**config.mk**
```make
export PLATFORM = sky130hd
export DESIGN_NAME = sgrm_front
export DESIGN_NICKNAME = d
export VERILOG_FILES = /design/src/hw/rtl/sgrm_pkg.sv /design/src/hw/rtl/sgrm_front.sv
export SDC_FILE = /design/constraint.sdc
export NUM_CORES = 1
export LEC_CHECK = 0
export ABC_AREA = 1
export BUFFER_PORTS_ARGS = -buffer_cell sky130_fd_sc_hd__buf_2
export CAP_MARGIN = 10
export CORE_AREA = 2 2 211 213
export CTS_BUF_LIST = sky130_fd_sc_hd__clkbuf_8
export DETAILED_ROUTE_END_ITERATION = 12
export DIE_AREA = 0 0 213 215
export MAX_ROUTING_LAYER = met4
export PLACE_DENSITY_LB_ADDON = 0.3
export SLEW_MARGIN = 20
export SYNTH_ARGS = -nofsm -noshare
export SYNTH_HDL_FRONTEND = slang
export SYNTH_SLANG_ARGS = --single-unit
export TNS_END_PERCENT = 100
```
**constraint.sdc**
```tcl
create_clock -name clk -period 20.8 [get_ports clk]
set_input_delay 1.04 -clock clk [delete_from_list [all_inputs] [get_ports clk]]
set_output_delay 1.04 -clock clk [all_outputs]
set_load 0.01 [all_outputs]
```
**src/hw/rtl/sgrm_pkg.sv**
```systemverilog
// Shared types, constants and register codes for the stereo gain ramp mixer.
// Used by every module of the block; depends on nothing else.
package sgrm_pkg;

  localparam int SAMPLE_WIDTH   = 32;
  localparam int GAIN_FRAC_BITS = 24;
  localparam int WEIGHT_BITS    = 30;
  localparam int QUEUE_DEPTH    = 4;
  localparam int QPTR_W         = $clog2(QUEUE_DEPTH);

  // Configuration register indexes.
  localparam logic [2:0] REG_SPAN_LENGTH      = 3'd0;
  localparam logic [2:0] REG_FEATHER_WIDTH    = 3'd1;
  localparam logic [2:0] REG_CHANNEL_ENABLE   = 3'd2;
  localparam logic [2:0] REG_START_GAINS_LEFT = 3'd3;
  localparam logic [2:0] REG_END_GAINS_LEFT   = 3'd4;
  localparam logic [2:0] REG_START_GAINS_RIGHT = 3'd5;
  localparam logic [2:0] REG_END_GAINS_RIGHT  = 3'd6;

  localparam logic [0:0] EN_LEFT_BIT  = 1'd0;
  localparam logic [0:0] EN_RIGHT_BIT = 1'd1;

  // Coefficient slots: 0 left->left, 1 right->left, 2 left->right, 3 right->right.
  typedef struct packed {
    logic [31:0]      span;
    logic [19:0]      feather;
    logic [1:0]       en;
    logic [3:0][31:0] gs;
    logic [3:0][31:0] ge;
  } cfg_t;

  typedef struct packed {
    logic signed [SAMPLE_WIDTH-1:0] left;
    logic signed [SAMPLE_WIDTH-1:0] right;
    logic [31:0]                    k;
    logic [31:0]                    tail;
  } item_t;

endpackage

```
**src/hw/rtl/sgrm_front.sv**
```systemverilog
// Front end: accepts sample requests, clamps the offset to the span and
// queues the classified request for the back end. Depends on sgrm_pkg.
module sgrm_front (
  input  logic                clk,
  input  logic                rst,
  input  sgrm_pkg::cfg_t      cfg,
  input  logic                push,
  output logic                full,
  input  logic signed [31:0]  left_in,
  input  logic signed [31:0]  right_in,
  input  logic [31:0]         sample_offset,
  output logic                q_valid,
  output sgrm_pkg::item_t     q_item,
  input  logic                deq
);
  import sgrm_pkg::*;

  item_t             slots [QUEUE_DEPTH];
  logic [QPTR_W-1:0] wr_ptr;
  logic [QPTR_W-1:0] rd_ptr;
  logic [QPTR_W:0]   count;
  logic [31:0]       n_m1;
  logic [31:0]       k_clamp;
  logic              wr;
  logic              rd;

  // A zero span behaves as a span of one sample.
  assign n_m1    = (cfg.span == 32'd0) ? 32'd0 : cfg.span - 32'd1;
  assign k_clamp = (sample_offset > n_m1) ? n_m1 : sample_offset;

  assign full    = (count == (QPTR_W+1)'(QUEUE_DEPTH));
  assign q_valid = (count != '0);
  assign q_item  = slots[rd_ptr];
  assign wr      = push && !full;
  assign rd      = deq && q_valid;

  always_ff @(posedge clk) begin
    if (wr) begin
      slots[wr_ptr] <= '{left: left_in, right: right_in, k: k_clamp, tail: n_m1 - k_clamp};
    end
  end

  always_ff @(posedge clk) begin
    if (rst) begin
      wr_ptr <= '0;
      rd_ptr <= '0;
      count  <= '0;
    end else begin
      if (wr) wr_ptr <= wr_ptr + 1'b1;
      if (rd) rd_ptr <= rd_ptr + 1'b1;
      count <= count + (QPTR_W+1)'(wr) - (QPTR_W+1)'(rd);
    end
  end

endmodule

```
==> flow_metrics.tcl, run 1 <==
set metrics [dict create \
    detailed_place_hpwl_um 38750 \
    wl_um 59740 \
    drv_cap 0 \
    wl_met1_um 25780 \
    peakVddDrop_mv 0.09515 \
    antenna_left 0 \
    finalSetupViolCount 0 \
    clockRootBuffer "clkbuf_8" \
    start_util_pct 54.13 \
    insertion_delay_ps 670 \
    tightest_slew_ps 1271 \
    max_freq_ghz 0.1318 \
    outcome "finished clean" \
    first_iter_violations 1435 \
    area_delta_synth_final_pct 14.39 \
    period_share_pct 36.47 \
    grt_util_all_layers_pct 26.19 \
    placed_area_um2 25460 \
    fin_nets 2859 \
    arrival_ps 8030 \
    io_pins 540 \
    cts_max_path_buffers 3 \
    drive_gt1_share_pct 19.08 \
    finalSetupTns_ps 0 \
    rows 77 \
    grt_setup_unrepaired "no" \
    relSlewSlack_pct 15.29 \
    max_stage_delay_ps 580 \
    h-tree-depth 3 \
    r2r_cells 5 \
    timing.rr.start "count[1]" \
    reg2reg_slack_ps 17750 \
    cts_tree "built" \
    crit_end "slots[0][21]" \
    portBuffers 261 \
    leakage_nw 10.49 \
    powerDensity_nw_per_um2 109.5 \
    rr_endpoint "slots[2][77]" \
    multi_input_area_um2 7081 \
    drc_errors 0 \
    dieHeight_um 215 \
    wl_met3_um 5695 \
    antenna_found_initial 15 \
    grt_pass1_vias 15880 \
    cts_hold_buf 0 \
    wl_met2_um 26910 \
    yosysWarnings 0 \
    clk_pin_slew_worst_paths_ps 60 \
    firstDrtPassIters 5 \
    gp_congestion 0.9358 \
    topRoutingLayerUsed "met4" \
    die_area_um2 45800 \
    critPathLaunchType "input port" \
    grt_pass1_wl_um 88510 \
    hold_viol_final 0 \
    final_area_um2 27020 \
    critical_path_class "input port to flop" \
    cts_setup_buffers 0 \
    startpoint "cfg[278]" \
    dr_total_vias 16840 \
    clock_skew_ps 22.98 \
    grt_max_degree 257 \
    regArea_um2 15560 \
    syn_nets 2595 \
    syn_area_um2 23620 \
    end_kind "flop" \
    cpMostUsedCell "nand2_1" \
    avgSynthCellArea_um2 11.13 \
    dieWidth_um 213 \
    syn_inst 2122 \
    synth-seq-area-share_pct 65.85 \
    grt.overflow.total 0 \
    ys_seq_elements 521 \
    fin_util_pct 61.92 \
    cts_resized 0 \
    wl_per_cell_um 19.53 \
    hp-class "flop to flop" \
    fillCellCount 3476 \
    crit_required_ps 21250 \
    critPathSlowestCell "inv_1" \
    viasPerCell 5.505 \
    slew_violations 0 \
    fin_crit_ps 7586 \
    cts_buffers 83 \
    cts.sinks 521 \
    critPathMaxFanout 26 \
    ys_types 51 \
    coreArea_um2 43640 \
]
[cell families after synthesis]
kind of cell | share of synthesized area [%]
simple gates | 13.68
flops | 65.85
compound gates | 11.55
buf+inv | 4.333
fa+ha+maj | 3.400
xor+xnor | 1.186
[metrics by stage]
step | std cells | hold slack (ps) | setup slack, ps | total power, mW
after floorplan | 2122 | 500.5 | 13610 | 1.875
after global placement | 2892 | 522.0 | 12760 | 2.168
after detailed placement | 2892 | 544.1 | 12560 | 2.194
after CTS | 3039 | 535.9 | 13250 | 2.969
after global routing | 3055 | 566.6 | 12580 | 3.104
final | 3059 | 545.1 | 13210 | 2.960
[metal layers]
metal / up-vias / track usage (%)
met5: - / -
met4: 0 / 7.786
met3: 83 / 6.605
met2: 588 / 39.55
met1: 8086 / 35.20
li1: 8084 / -
[synth_stat cells, drive strengths merged]
cell type	instances	area (um2)
nor4	3	18.77
nand4	22	152.7
o21ai	310	1551
buf	9	45.04
nor3b	6	55.05
o31ai	2	15.01
fa	2	40.04
a21o	4	30.03
or2	18	112.6
nand3	64	400.4
nand2	230	888.3
xnor2	15	131.4
a211oi	1	7.510
clkbuf	86	322.8
o22ai	128	800.8
ha	61	763.2
o21a	3	22.52
nand3b	3	30.03
inv	173	651.9
edfxtp	512	15370
clkinv	1	3.750
a31o	1	8.760
o21bai	4	30.03
a21oi	47	239.0
xor2	17	148.9
and2	2	12.51
nor3	13	80.08
a21boi	1	7.510
o211ai	1	7.510
and3	1	6.260
dfxtp	9	180.2
nor2	372	1475
a221oi	1	8.760
[area by class of cell]
cell class / count / share of cell area (%)
antenna: 19 / 0.1760
clock buffer: 86 / 4.380
clock inverter: 61 / 1.097
inverter: 174 / 2.449
multi-input combinational: 1332 / 26.20
sequential: 521 / 57.59
tap: 592 / 2.741
timing repair buffer: 274 / 5.362
[state kept, by name (all words and copies together) (netlist names), named ones only]
name / flops
slots: 512
rd_ptr: 2
wr_ptr: 2
count: 3
[worst max-delay path, delay by kind of cell]
family          cells  cell delay [ps]
compound gates      4              940
xor+xnor            1              290
fa+ha+maj           3             1000
buf+inv             4              920
simple gates       22             3840
[worst min path at each step]
| stage | from | to | cells after the start |
|---|---|---|---|
| after CTS | left_in[10] | slots[0][106] | 1 |
| final | rd_ptr[1] | flop | 3 |
| after global routing | right_in[24] | slots[1][88] | 1 |
| after floorplan | wr_ptr[1] | wr_ptr[1] | 2 |
| after detailed placement | rd_ptr[1] | flop | 3 |
| after global placement | rd_ptr[1] | flop | 3 |
[power by group]
group	total [mW]	internal [mW]	switching, mW
combinational	0.825	0.246	0.579
sequential	1.35	1.32	0.0299
clock	0.781	0.396	0.384
[cell usage in the layout (no fill, tap or decap), types with 48 or more instances in the layout]
cell type / instances
edfxtp_1: 512
nor2_1: 350
o21ai_0: 303
buf_2: 261
nand2_1: 221
inv_1: 181
o22ai_1: 128
clkbuf_8: 86
ha_1: 61
nand3_1: 48
Note: power is estimated with default switching activity, not from simulation.
==> run 2: changes to the inputs <==
--- a/config.mk
+++ b/config.mk
@@ -8,10 +8,10 @@
 export ABC_AREA = 1
 export BUFFER_PORTS_ARGS = -buffer_cell sky130_fd_sc_hd__buf_2
 export CAP_MARGIN = 10
-export CORE_AREA = 2 2 211 213
+export CORE_AREA = 2 2 219 221
 export CTS_BUF_LIST = sky130_fd_sc_hd__clkbuf_8
 export DETAILED_ROUTE_END_ITERATION = 12
-export DIE_AREA = 0 0 213 215
+export DIE_AREA = 0 0 221 223
 export MAX_ROUTING_LAYER = met4
 export PLACE_DENSITY_LB_ADDON = 0.3
 export SLEW_MARGIN = 20
==> constraint.sdc (replaced) <==
create_clock -name clk -period 6.2 [get_ports clk]
set_input_delay 0.31 -clock clk [delete_from_list [all_inputs] [get_ports clk]]
set_output_delay 0.31 -clock clk [all_outputs]
set_load 0.01 [all_outputs]
==> run 2 against run 1 <==
Against the previous run:
- wire length up 1.6%
- sequential power rose to 3.4 times the previous value
- clock skew up 5.3 ps
- first-iteration DRC count down 5.1%
- global-route usage down 1.2 points
- critical path depth up 5
- setup slack worse by 13000 ps
- combinational power rose to 3.4 times the previous value
- utilization down 2.6 points
- die area up 7.6%
- register-to-register slack worse by 14000 ps
- final cell count up 3.6%
- critical path type unchanged
==> flow_metrics.tcl, run 2 (synthesis results as in run 1) <==
set metrics [dict create \
    r2r_cells 9 \
    drive_gt1_share_pct 19.49 \
    clk_pin_slew_worst_paths_ps 60 \
    grt_setup_unrepaired "no" \
    grt_pass1_vias 16640 \
    grt_max_degree 134 \
    slew_violations 0 \
    cts_buffers 80 \
    cpMostUsedCell "nand2_1" \
    critPathSlowestCell "ha_1" \
    arrival_ps 5960 \
    wl_um 60720 \
    reg_top3 "slots (512), count (3)" \
    fin_crit_ps 5621 \
    min_path_cells 5 \
    dp_slack_ps -188.1 \
    grt_pass1_wl_um 92920 \
    largest_reg_flops 512 \
    dieHeight_um 223 \
    fin_nets 2951 \
    final_common_cell "edfxtp_1" \
    coreArea_um2 47150 \
    period_share_pct 90.66 \
    crit_required_ps 6540 \
    max_stage_delay_ps 370 \
    cts_max_path_buffers 3 \
    max_freq_ghz 0.1779 \
    critPathLaunchType "input port" \
    viasPerCell 5.464 \
    first_iter_violations 1362 \
    grt.overflow.total 0 \
    layout_setup_ws_ps 579.1 \
    area_delta_synth_final_pct 18.31 \
    leakage_nw 10.90 \
    outcome "finished clean" \
    finalSetupTns_ps 0 \
    end_kind "flop" \
    antenna_found_initial 22 \
    layout_common_cells "512 x edfxtp_1, 350 x nor2_1, 303 x o21ai_0" \
    peakVddDrop_mv 0.2367 \
    gp_congestion 0.9400 \
    powerDensity_nw_per_um2 358.9 \
    tightest_slew_ps 1013 \
    whs_ps 133.3 \
    antenna_left 0 \
    detailed_place_hpwl_um 39340 \
    reg2reg_slack_ps 3700 \
    insertion_delay_ps 650 \
    rows 80 \
    h-tree-depth 3 \
    clock_skew_ps 28.26 \
    portBuffers 261 \
    hp-class "input port to flop" \
    critical_path_class "input port to flop" \
    dieWidth_um 221 \
    hold_viol_final 0 \
    drc_errors 0 \
    cts.sinks 521 \
    grt_util_all_layers_pct 25.01 \
    start_util_pct 50.11 \
    regMostFlops "slots" \
    finalPower_mw 10.03 \
    dr_total_vias 17320 \
    fillCellCount 3869 \
    cts_tree "built" \
    relSlewSlack_pct 32.46 \
    wl_per_cell_um 19.15 \
    finalSetupViolCount 0 \
    critPathMaxFanout 9 \
    clockRootBuffer "clkbuf_8" \
    io_pins 540 \
    drv_cap 0 \
    die_area_um2 49280 \
    firstDrtPassIters 8 \
]
==> run 2: worst max-delay path: cells and delay by family <==
kind,cells,cell delay (ps)
AND/OR/NAND/NOR,28,3680
AO/OA/AOI/OAI,4,720
adder cells (fa/ha/maj),2,670
buffers and inverters,5,550
==> run 2: final timing paths <==
| kind | start | to |
|---|---|---|
| setup / recovery | cfg[282] | slots[3][29] |
| hold / removal | deq | flop |
| setup reg to reg | count[1] | count[2] |
| hold reg to reg | rd_ptr[1] | flop |
==> run 2: report_power, final <==
part | leakage, nW | switching, mW | internal (mW)
registers | 4.76 | 0.147 | 4.44
logic | 5.30 | 1.93 | 0.879
clock network | 0.831 | 1.26 | 1.38
==> run 2: through the flow <==
stage / std cells / instance area, um2 / utilization (%)
2_1_floorplan: 2122 / 23620 / -
3_5_place_dp: 2946 / 25750 / 54.62
5_1_grt: 3169 / 27950 / 59.28
6_report: 3170 / 27950 / 59.28
4_1_cts: 3149 / 27880 / 59.13
3_3_place_gp: 2946 / 25750 / 54.62
==> run 2: what timing repair did <==
action	in CTS	in global routing
hold endpoints to repair	263	0
buffers inserted	0	0
hold buffers	65	0
gates resized for setup	0	2
endpoints found under the setup margin	0	8
==> run 2: layer usage <==
| layer | track usage (%) | wire (um) | share of wire, % |
|---|---|---|---|
| met5 | - | 0 | 0 |
| met4 | 7.079 | 1296 | 2.1 |
| met3 | 6.888 | 5490 | 9.0 |
| met2 | 36.74 | 27160 | 45 |
| met1 | 34.31 | 26780 | 44 |
==> run 2: final cells by class <==
class | instances | area, um2 | share of cell area, %
clock buffer | 84 | 1156 | 4.137
antenna | 21 | 52.55 | 0.1880
timing repair buffer | 369 | 2330 | 8.336
clock inverter | 54 | 320.3 | 1.146
inverter | 174 | 661.9 | 2.368
tap | 615 | 769.5 | 2.753
multi-input combinational | 1332 | 7096 | 25.39
sequential | 521 | 15560 | 55.68
